### config.mk
export PLATFORM = sky130hd
export DESIGN_NAME = sorted_priority_queue_core
export DESIGN_NICKNAME = d
export VERILOG_FILES = /design/src/sv/spq_pkg.sv /design/src/sv/spq_ctrl.sv /design/src/sv/spq_dp.sv /design/src/sv/sorted_priority_queue_core.sv
export SDC_FILE = /design/constraint.sdc
export NUM_CORES = 2
export LEC_CHECK = 0
export ABC_AREA = 1
export BUFFER_PORTS_ARGS = -buffer_cell sky130_fd_sc_hd__buf_4
export CAP_MARGIN = 10
export CORE_ASPECT_RATIO = 1.75
export CORE_UTILIZATION = 51
export DETAILED_ROUTE_END_ITERATION = 12
export GPL_ROUTABILITY_DRIVEN = 0
export PLACE_DENSITY = 0.66
export SLEW_MARGIN = 25
export SYNTH_ARGS = -nofsm -noshare
export SYNTH_HDL_FRONTEND = slang
export SYNTH_SLANG_ARGS = --single-unit
### constraint.sdc
create_clock -name aclk -period 6.96 [get_ports aclk]
set_input_delay 0.696 -clock aclk [delete_from_list [all_inputs] [get_ports aclk]]
set_output_delay 0.696 -clock aclk [all_outputs]
set_load 0.005 [all_outputs]
### src/sv/spq_pkg.sv
// ----------------------------------------------------------------------------
// spq_pkg
// Shared types and constants for the sorted priority queue core.
// ----------------------------------------------------------------------------
package spq_pkg;

    // depth must be a power of two
    localparam int DEPTH   = 64;
    localparam int ADDR_W  = $clog2(DEPTH);
    localparam int CNT_W   = ADDR_W + 1;
    localparam int PRI_W   = 8;
    localparam int TAG_W   = 32;
    localparam int ENTRY_W = PRI_W + TAG_W;
    localparam int CFG_W   = 7;
    localparam int OCC_W   = 7;
    localparam int CAP_W   = (CNT_W > CFG_W) ? CNT_W : CFG_W;
    localparam int CFG_RESET = 64;

    typedef enum logic {
        REQ_INSERT = 1'b0,
        REQ_POP    = 1'b1
    } req_t;

    typedef enum logic [1:0] {
        ST_INSERTED = 2'd0,
        ST_POPPED   = 2'd1,
        ST_FULL     = 2'd2,
        ST_EMPTY    = 2'd3
    } status_t;

    typedef enum logic [2:0] {
        S_IDLE,
        S_DECIDE,
        S_INS_CMP,
        S_INS_PLACE,
        S_RESPOND
    } state_t;

    typedef struct packed {
        logic    latch;
        logic    ins_start;
        logic    shift;
        logic    place;
        logic    pop;
        logic    load_out;
        status_t code;
    } ctrl_cmd_t;

    typedef struct packed {
        logic is_pop;
        logic empty;
        logic full;
        logic shift_ok;
        logic j_is_one;
        logic out_free;
    } dp_stat_t;

endpackage

### src/sv/spq_ctrl.sv
// ----------------------------------------------------------------------------
// spq_ctrl
// Request sequencer: decodes a request, walks the insert shift loop and
// hands the result to the output register.
// ----------------------------------------------------------------------------
module spq_ctrl
    import spq_pkg::*;
(
    input  logic      aclk,
    input  logic      aresetn,
    input  logic      s_tvalid,
    output logic      s_tready,
    input  dp_stat_t  stat,
    output ctrl_cmd_t cmd
);

    state_t  state_reg, state_next;
    status_t code_reg, code_next;

    always_ff @(posedge aclk) begin
        if (!aresetn) begin
            state_reg <= S_IDLE;
            code_reg  <= ST_INSERTED;
        end else begin
            state_reg <= state_next;
            code_reg  <= code_next;
        end
    end

    // next state
    always_comb begin
        state_next = state_reg;
        code_next  = code_reg;
        case (state_reg)
            S_IDLE: begin
                if (s_tvalid) state_next = S_DECIDE;
            end
            S_DECIDE: begin
                if (stat.is_pop) begin
                    code_next  = stat.empty ? ST_EMPTY : ST_POPPED;
                    state_next = S_RESPOND;
                end else if (stat.full) begin
                    code_next  = ST_FULL;
                    state_next = S_RESPOND;
                end else begin
                    code_next  = ST_INSERTED;
                    state_next = stat.empty ? S_INS_PLACE : S_INS_CMP;
                end
            end
            S_INS_CMP: begin
                if (!stat.shift_ok) state_next = S_RESPOND;
                else if (stat.j_is_one) state_next = S_INS_PLACE;
            end
            S_INS_PLACE: begin
                state_next = S_RESPOND;
            end
            S_RESPOND: begin
                if (stat.out_free) state_next = S_IDLE;
            end
            default: begin
                state_next = S_IDLE;
            end
        endcase
    end

    // outputs
    always_comb begin
        cmd      = '0;
        cmd.code = code_reg;
        s_tready = 1'b0;
        case (state_reg)
            S_IDLE: begin
                s_tready  = 1'b1;
                cmd.latch = s_tvalid;
            end
            S_DECIDE: begin
                cmd.pop       = stat.is_pop && !stat.empty;
                cmd.ins_start = !stat.is_pop && !stat.full && !stat.empty;
            end
            S_INS_CMP: begin
                cmd.shift = stat.shift_ok;
                cmd.place = !stat.shift_ok;
            end
            S_INS_PLACE: begin
                cmd.place = 1'b1;
            end
            S_RESPOND: begin
                cmd.load_out = stat.out_free;
            end
            default: begin
                cmd = '0;
            end
        endcase
    end

endmodule

### src/sv/spq_dp.sv
// ----------------------------------------------------------------------------
// spq_dp
// Datapath: circular entry store, head and count, insert shift pointer,
// capacity register and the result register.
// ----------------------------------------------------------------------------
module spq_dp
    import spq_pkg::*;
(
    input  logic                     aclk,
    input  logic                     aresetn,
    input  logic [ENTRY_W-1:0]       s_tdata,
    input  logic                     s_tuser,
    output logic                     m_tvalid,
    input  logic                     m_tready,
    output logic [((ENTRY_W+OCC_W+7)/8)*8-1:0] m_tdata,
    output logic [1:0]               m_tuser,
    input  logic                     cfg_valid,
    input  logic [CFG_W-1:0]         cfg_data,
    input  ctrl_cmd_t                cmd,
    output dp_stat_t                 stat
);

    localparam int OUT_W = ((ENTRY_W + OCC_W + 7) / 8) * 8;

    logic [ENTRY_W-1:0] mem [DEPTH];

    logic               req_reg;
    logic [PRI_W-1:0]   pri_reg;
    logic [TAG_W-1:0]   tag_reg;
    logic [ADDR_W-1:0]  head_reg, head_next;
    logic [CNT_W-1:0]   count_reg, count_next;
    logic [CNT_W-1:0]   j_reg, j_next;
    logic [CFG_W-1:0]   max_reg;
    logic [ENTRY_W-1:0] rd_data_reg;
    logic               m_tvalid_reg, m_tvalid_next;
    status_t            out_status_reg;
    logic [PRI_W-1:0]   out_pri_reg;
    logic [TAG_W-1:0]   out_tag_reg;
    logic [OCC_W-1:0]   out_occ_reg;

    logic [CAP_W-1:0]   cap;
    logic [CNT_W-1:0]   j_m1, j_m2, cnt_m1;
    logic [ADDR_W-1:0]  wr_addr, rd_addr;
    logic [ENTRY_W-1:0] wr_data;
    logic               wr_en, rd_en;

    // effective capacity clamped to 1..DEPTH
    always_comb begin
        if (max_reg == '0) cap = CAP_W'(1);
        else if (CAP_W'(max_reg) > CAP_W'(DEPTH)) cap = CAP_W'(DEPTH);
        else cap = CAP_W'(max_reg);
    end

    assign j_m1   = j_reg - CNT_W'(1);
    assign j_m2   = j_reg - CNT_W'(2);
    assign cnt_m1 = count_reg - CNT_W'(1);

    assign stat.is_pop   = (req_reg == REQ_POP);
    assign stat.empty    = (count_reg == '0);
    assign stat.full     = (CAP_W'(count_reg) >= cap);
    assign stat.shift_ok = (rd_data_reg[PRI_W-1:0] < pri_reg);
    assign stat.j_is_one = (j_reg == CNT_W'(1));
    assign stat.out_free = !m_tvalid_reg || m_tready;

    // memory access
    always_comb begin
        wr_en   = cmd.shift || cmd.place;
        wr_addr = head_reg + j_reg[ADDR_W-1:0];
        wr_data = cmd.shift ? rd_data_reg : {tag_reg, pri_reg};
        rd_en   = cmd.pop || cmd.ins_start || cmd.shift;
        if (cmd.pop) rd_addr = head_reg;
        else if (cmd.ins_start) rd_addr = head_reg + cnt_m1[ADDR_W-1:0];
        else rd_addr = head_reg + j_m2[ADDR_W-1:0];
    end

    always_ff @(posedge aclk) begin
        if (wr_en) mem[wr_addr] <= wr_data;
        if (rd_en) rd_data_reg <= mem[rd_addr];
    end

    // pointers and count
    always_comb begin
        head_next  = head_reg;
        count_next = count_reg;
        j_next     = j_reg;
        if (cmd.pop) begin
            head_next  = head_reg + ADDR_W'(1);
            count_next = cnt_m1;
        end
        if (cmd.ins_start) j_next = count_reg;
        if (cmd.shift) j_next = j_m1;
        if (cmd.place) count_next = count_reg + CNT_W'(1);
    end

    // a placement from the decide state with an empty queue uses slot zero
    always_ff @(posedge aclk) begin
        if (!aresetn) begin
            head_reg  <= '0;
            count_reg <= '0;
            max_reg   <= CFG_W'(CFG_RESET);
        end else begin
            head_reg  <= head_next;
            count_reg <= count_next;
            if (cfg_valid) max_reg <= cfg_data;
        end
    end

    always_ff @(posedge aclk) begin
        if (cmd.latch) begin
            req_reg <= s_tuser;
            pri_reg <= s_tdata[PRI_W-1:0];
            tag_reg <= s_tdata[ENTRY_W-1:PRI_W];
            j_reg   <= '0;
        end else begin
            j_reg   <= j_next;
        end
    end

    // result register
    always_comb begin
        m_tvalid_next = m_tvalid_reg;
        if (cmd.load_out) m_tvalid_next = 1'b1;
        else if (m_tready) m_tvalid_next = 1'b0;
    end

    always_ff @(posedge aclk) begin
        if (!aresetn) m_tvalid_reg <= 1'b0;
        else m_tvalid_reg <= m_tvalid_next;
    end

    always_ff @(posedge aclk) begin
        if (cmd.load_out) begin
            out_status_reg <= cmd.code;
            out_occ_reg    <= OCC_W'(count_reg);
            if (cmd.code == ST_POPPED) begin
                out_pri_reg <= rd_data_reg[PRI_W-1:0];
                out_tag_reg <= rd_data_reg[ENTRY_W-1:PRI_W];
            end else begin
                out_pri_reg <= '0;
                out_tag_reg <= '0;
            end
        end
    end

    assign m_tvalid = m_tvalid_reg;
    assign m_tuser  = out_status_reg;
    assign m_tdata  = OUT_W'({out_occ_reg, out_tag_reg, out_pri_reg});

endmodule

### src/sv/sorted_priority_queue_core.sv
// ----------------------------------------------------------------------------
// sorted_priority_queue_core
// Bounded max-priority queue held sorted in a circular entry memory.
// ----------------------------------------------------------------------------
// s_ channel carries requests: s_tuser 0 inserts the priority and tag in
// s_tdata, 1 pops the front entry. Each request gives exactly one m_ word:
// m_tuser is the status, m_tdata the popped priority and tag (zero unless a
// pop succeeded) and the occupancy after the request.
// cfg_valid/cfg_data set the capacity, clamped to 1..64; write only while idle.
// A pop or a refused request is decided, then its result is loaded in the
// respond state. An insert walks back from the tail, one memory read and
// one shifted entry per cycle, past the k held entries of lower priority
// than the new one (at most 63); it then places the new entry and responds.
// One request is in work at a time; the next one is taken as soon as its
// result sits in the output register, even if that word is not yet taken.
// A stalled receiver holds the result; a further result then waits in the
// controller and s_tready stays low.
// Reset empties the queue and sets the capacity to 64; no clearing pass.
// ----------------------------------------------------------------------------
module sorted_priority_queue_core
    import spq_pkg::*;
(
    input  logic                 aclk,
    input  logic                 aresetn,
    input  logic                 s_tvalid,
    output logic                 s_tready,
    input  logic [39:0]          s_tdata,   // new_priority, new_tag
    input  logic                 s_tuser,   // req_type
    output logic                 m_tvalid,
    input  logic                 m_tready,
    output logic [47:0]          m_tdata,   // out_priority, out_tag, occupancy, zero pad
    output logic [1:0]           m_tuser,   // status
    input  logic                 cfg_valid,
    output logic                 cfg_ready,
    input  logic [CFG_W-1:0]     cfg_data
);

    ctrl_cmd_t cmd;
    dp_stat_t  stat;

    assign cfg_ready = 1'b1;

    spq_ctrl u_ctrl (
        .aclk     (aclk),
        .aresetn  (aresetn),
        .s_tvalid (s_tvalid),
        .s_tready (s_tready),
        .stat     (stat),
        .cmd      (cmd)
    );

    spq_dp u_dp (
        .aclk      (aclk),
        .aresetn   (aresetn),
        .s_tdata   (s_tdata),
        .s_tuser   (s_tuser),
        .m_tvalid  (m_tvalid),
        .m_tready  (m_tready),
        .m_tdata   (m_tdata),
        .m_tuser   (m_tuser),
        .cfg_valid (cfg_valid && cfg_ready),
        .cfg_data  (cfg_data),
        .cmd       (cmd),
        .stat      (stat)
    );

    // one request in work at a time
    assert property (@(posedge aclk) disable iff (!aresetn)
        (s_tvalid && s_tready) |=> !s_tready)
        else $error("request accepted while another is in work");

    // occupancy never exceeds the built depth
    assert property (@(posedge aclk) disable iff (!aresetn)
        m_tvalid |-> (m_tdata[46:40] <= OCC_W'(DEPTH)))
        else $error("occupancy beyond depth");

    // only a successful pop carries payload
    assert property (@(posedge aclk) disable iff (!aresetn)
        (m_tvalid && (m_tuser != ST_POPPED)) |-> (m_tdata[39:0] == '0))
        else $error("payload on a result that is not a pop");

    // a successful insert leaves at least one entry
    assert property (@(posedge aclk) disable iff (!aresetn)
        (m_tvalid && (m_tuser == ST_INSERTED)) |-> (m_tdata[46:40] != '0))
        else $error("insert reported with empty queue");

endmodule

# Word-level counts from Yosys, hierarchy flattened
# Memory sizes are Yosys's and may differ from the RTL's. A register that Yosys moved wholly into a read port is not among the register bits.
# Index checks and enable logic that the tools add are counted.
# totals
regBits	123
in_bits	53
out_inout_bits	53
elab_cells	87
ramBits	2560
memories	1
# memory_table
memory	words	width	rd	rd_ports_with_merged_regs	write_ports	line	text
u_dp.mem	64	40	1	1	1	spq_dp.sv:25	logic [ENTRY_W-1:0] mem [DEPTH];
# op_classes
n_reduce_logical	20
n_mux	32
eq_ne	9
addsub	8
magnitude_cmp	3
# op_table
operator	n
two-way mux 7 bit	6
two-way mux 40 bit	1
adder 6 bit	3
two-way mux 3 bit	6
one-hot mux 3 bit (5 select lines)	1
logical NOT 7 bit	2
subtractor 7 x 1 -> 7 bit, second input constant	2
two-way mux 6 bit	2
two-way mux 1 bit	11
< comparator 8 bit	1
two-way mux 2 bit	4
adder 7 x 1 -> 7 bit, second input constant	1
== test 7 x 1 -> 1 bit, second input constant	1
>= comparator 7 bit	1
> comparator 7 bit, second input constant	1
adder 6 x 1 -> 6 bit, second input constant	1
== test 3 x 2 -> 1 bit, second input constant	2
nonzero test 2 bit	3
subtractor 6 x 2 -> 6 bit, second input constant	1
logical NOT 1 bit	5
OR reduction 5 bit	1
logical OR 1 bit	4
== test 3 x 1 -> 1 bit, second input constant	1
== test 3 bit, second input constant	1
other kinds (8)	10

# Depth between registers and ports, before layout
# logic_depth
ltp_word	10
mapped_depth	27
depth_no_buf	24

# Cells and area by module
# A second synthesis with hierarchy kept.
# hier_totals
hier_cells	11232
area_unflattened_um2	119768.6
# by_module_without_submodules
module	instances	cells_each	seq_area_each_um2	area_each_um2
spq_dp	1	11169	81338.0	119404.5
spq_ctrl	1	61	100.1	352.8
sorted_priority_queue_core	1	2	0.0	11.3

# Worst setup path before layout
# No wires, ideal clock.
# synth_timing
kind	flip-flop to flip-flop
startpoint	register u_dp.head_reg[0]
endpoint	memory u_dp.mem[36][0] (netlist bit) (enable)
setup_ns	0.538
t_required_ns	6.422
arrival_time_ns	5.819
path_buffers	0
setup_slack_ns	0.604
synth_period_minus_slack_ns	6.356
path_stages_with_launch	10
cell_sequence	dfxtp_1 > ha_1 > inv_1 > fa_1 > o31ai_1 > xor2_1 > inv_1 > nor2_1 > nand3_1 > nor4_1
# synth_via
elab_chain_len	1
# synth_rtl
item	line	text
start, declared	spq_dp.sv:30	logic [ADDR_W-1:0] head_reg, head_next;
start signal, assigned	spq_dp.sv:102	head_reg <= head_next;
adder 6 bit	spq_dp.sv:68	wr_addr = head_reg + j_reg[ADDR_W-1:0];
end, declared	spq_dp.sv:25	
# No other way between the ends.

# Worst setup path in the final report
# layout_timing
startpoint	register u_dp.max_reg[4]
endpoint	register u_dp.rd_data_reg[28] (read register of u_dp.mem), data pin
# layout_via
elab_chain_len	10
word_cells_on_any_way	13
classes_between	order compare (2); mux (5); reduce/logical (6)
# layout_rtl
item	line	text
start, declared	spq_dp.sv:33	logic [CFG_W-1:0] max_reg;
start signal, assigned	spq_dp.sv:100	max_reg <= CFG_W'(CFG_RESET);
start signal, assigned	spq_dp.sv:104	if (cfg_valid) max_reg <= cfg_data;
> comparator 7 bit	spq_dp.sv:50	else if (CAP_W'(max_reg) > CAP_W'(DEPTH)) cap = CAP_W'(DEPTH);
two-way mux 7 bit	spq_dp.sv:50	
two-way mux 7 bit *	spq_dp.sv:49	if (max_reg == '0) cap = CAP_W'(1);
>= comparator 7 bit *	spq_dp.sv:60	assign stat.full = (CAP_W'(count_reg) >= cap);
logical NOT 1 bit *	spq_ctrl.sv:78	cmd.ins_start = !stat.is_pop && !stat.full && !stat.empty;
logical AND 1 bit * (2 in series)	spq_ctrl.sv:78	
two-way mux 1 bit *	spq_ctrl.sv:71	case (state_reg)
two-way mux 6 bit / logical OR 1 bit (equally long branches)	spq_dp.sv:72, spq_dp.sv:70	
two-way mux 6 bit / logical OR 1 bit (equally long branches)	spq_dp.sv:71, spq_dp.sv:70	
end, declared	spq_dp.sv:34	logic [ENTRY_W-1:0] rd_data_reg;
# Mark *: on every way between the ends. The rest lies on a longest branch, timed or not.
# A chain may end at the register's enable or synchronous reset.

==> metrics <==
outcome=finished, final reports clean; Top-Level Pins=approximately 110; Worst-Skew Late Latency=just over 0.9 ns; CTS max path bufs=4; remaining routing DRC violations=0; DRT iter0 DRCs=10.1k; Initial Util=approximately 51%; GR Overflow Total=0; # H-tree levels=4; Core Area=0.234 sq mm; final antenna-violating net count=0; vias per cell=a little under 6; Top FF cell, synth=edfxtp_1; crit path time final=~5.3 ns; final WL=~340000 microns; GRT Resource Usage Total=between 20% and 30%; layout cell share with drive strength beyond 1=under 10%; clock sink count=between 2k and 3k; final setup vio count=0; vias in the first global route=79.6k; die height=around 640 microns; Slew Viols, Final=0; area grow syn2layout=10.3%; post-CTS setup repair buffer count=0; worst rel slew slack=~25%; fraction of registers with async set/reset=0%; Yosys reg bits=2723; Die X=between 300 and 400 microns; Hold Crit Class=in -> reg; Resized cells post-CTS=0; WL/cell=~25 microns; synthesized area per cell=roughly 11 sq um; sequential element share of the synthesized area=between 60% and 70%; DIE AREA=0.237 sq mm; count leader, synth=nand3_1; Syn Inst Count=10.7k; crit start category=register; number of buffers created by CTS=approximately 230; Syn Std Cell Area=roughly 0.12 sq mm; area leader, netlist=edfxtp_1; Clock transition at path regs=around 0.070 ns; total negative slack=0 ns; CP Capture Type=register; drt pass-1 iters=6; final net count=approximately 11k; hpwl dp=roughly 180000 microns; TritonCTS clock tree=yes; Setup CP Type=reg -> reg; Rows=approximately 240; Final Skew=between 0.05 and 0.06 ns; root buf cell=clkbuf_16; top cells by area, synth=edfxtp_1, nand3_1, nand3b_1, nand2_1, inv_1; count of flip-flops with a built-in enable after synthesis=roughly 2.7k; top cells by count, synth=nand3_1, edfxtp_1, nand2_1; yosys warns=0; Synth Net Count=~11k; Crit Path Max Fanout=50; RSZ-0062 raised after global routing=no; Largest register FFs=2560; Synth cell types=between 40 and 50; largest net degree at the start of global routing=approximately 190; final hold vios=0; Worst EP required=roughly 7.6 ns; Worst-Margin Slew=about 1.1 ns; area share of the leading cell type in the synthesized netlist=between 60% and 70%; fmax=about 190 MHz; PortBufs=103; Via Count=around 82k; Crit path arrival time=~6.0 ns; first-pass GRT wire length=a little over 500000 microns; Final Cycle Share=roughly three quarters; # hold bufs at CTS=38; Max-cap violations=0; initial antenna violation count=12
-- stage by stage --
stage / cells / setup slack, ns / instance area [sq um] / util [%] / hold slack (ns)
floorplan: 10700 / 0.604 / 120000 / - / 0.429
global placement: 13400 / 1.74 / 125000 / 53.2 / 0.448
detailed placement: 13400 / 1.69 / 125000 / 53.3 / 0.454
CTS: 13800 / 1.69 / 132000 / 56.5 / 0.00324
global route: 13800 / 1.32 / 132000 / 56.5 / 0.0264
finish: 13800 / 1.64 / 132000 / 56.5 / 0.0387
-- cell type report --
type	instances	area, sq um
Fill cell	19000	102000
Clock buffer	297	6270
Antenna cell	3	7.51
Clock inverter	117	942
Timing Repair Buffer	383	3720
Sequential cell	2723	81400
Multi-Input combinational cell	5673	30200
Inverter	1567	5910
Tap cell	3081	3850
-- cells by family after synthesis --
kind of cell,after synthesis,synth area share (%)
compound gates,118,0.558
xor+xnor,24,0.175
fa+ha+maj,41,0.446
buf+inv,2283,7.82
other cells,2,0.00626
flops,2723,67.9
simple gates,5488,23.1
-- placed cells by master (no fill, tap or decap), drive strengths merged, types with 9 or more instances in the layout --
cell type	Yosys	routed
clkbuf	89	297
nor3	9	9
ha	38	38
nand3	2742	2742
edfxtp	2690	2690
buf	627	345
nor2	152	152
a21oi	29	29
bufinv	0	16
xor2	19	19
inv	1566	1568
nand4	9	9
o21ai	67	67
nand2	1613	1613
nand3b	960	960
dlygate4sd3	0	38
clkinv	1	94
dfxtp	33	33
-- routing by layer --
metal  wire length [microns]  share of wire [%]  track usage, %
met2                  169000                 50            48.1
met1                  127000                 37            36.2
met3                   29900                8.8            3.66
met4                   14500                4.3            11.8
met5                      27             0.0079               0
-- critical path: stages, from the launching register on --
cell and delay [ns]:
dfxtp_1 0.32, nor2_1 0.12, nand2_1 0.06, nor3_1 0.12
inv_1 0.07, nand2_1 0.11, nand2_1 0.09, ha_1 0.28
nand2_1 0.10, inv_1 0.07, a21oi_1 0.19, nand4_2 0.32
nand2_1 0.22, nand3_4 0.31, nand2_4 0.91, buf_4 0.63
nand2_1 0.10, nand3_1 0.11, nand3_1 0.15, nand3_1 0.11
nand3_1 0.23, nand3_1 0.35, nand2_1 0.09
-- final timing paths --
kind / startpoint / to / slack [ns] / depth (start not counted)
worst min-delay path: s_tdata[10] / u_dp.tag_reg[2] / 0.04 / 1
worst min register to register: u_ctrl.code_reg[0] / u_ctrl.code_reg[0] / 0.46 / 2
worst max-delay path: u_dp.max_reg[4] / u_dp.rd_data_reg[28] / 1.64 / 22
worst max register to register: u_dp.max_reg[4] / u_dp.rd_data_reg[28] / 1.64 / 22
Power is not shown: default switching activity piles up to over one toggle a cycle in this logic, so the estimate is an artifact.
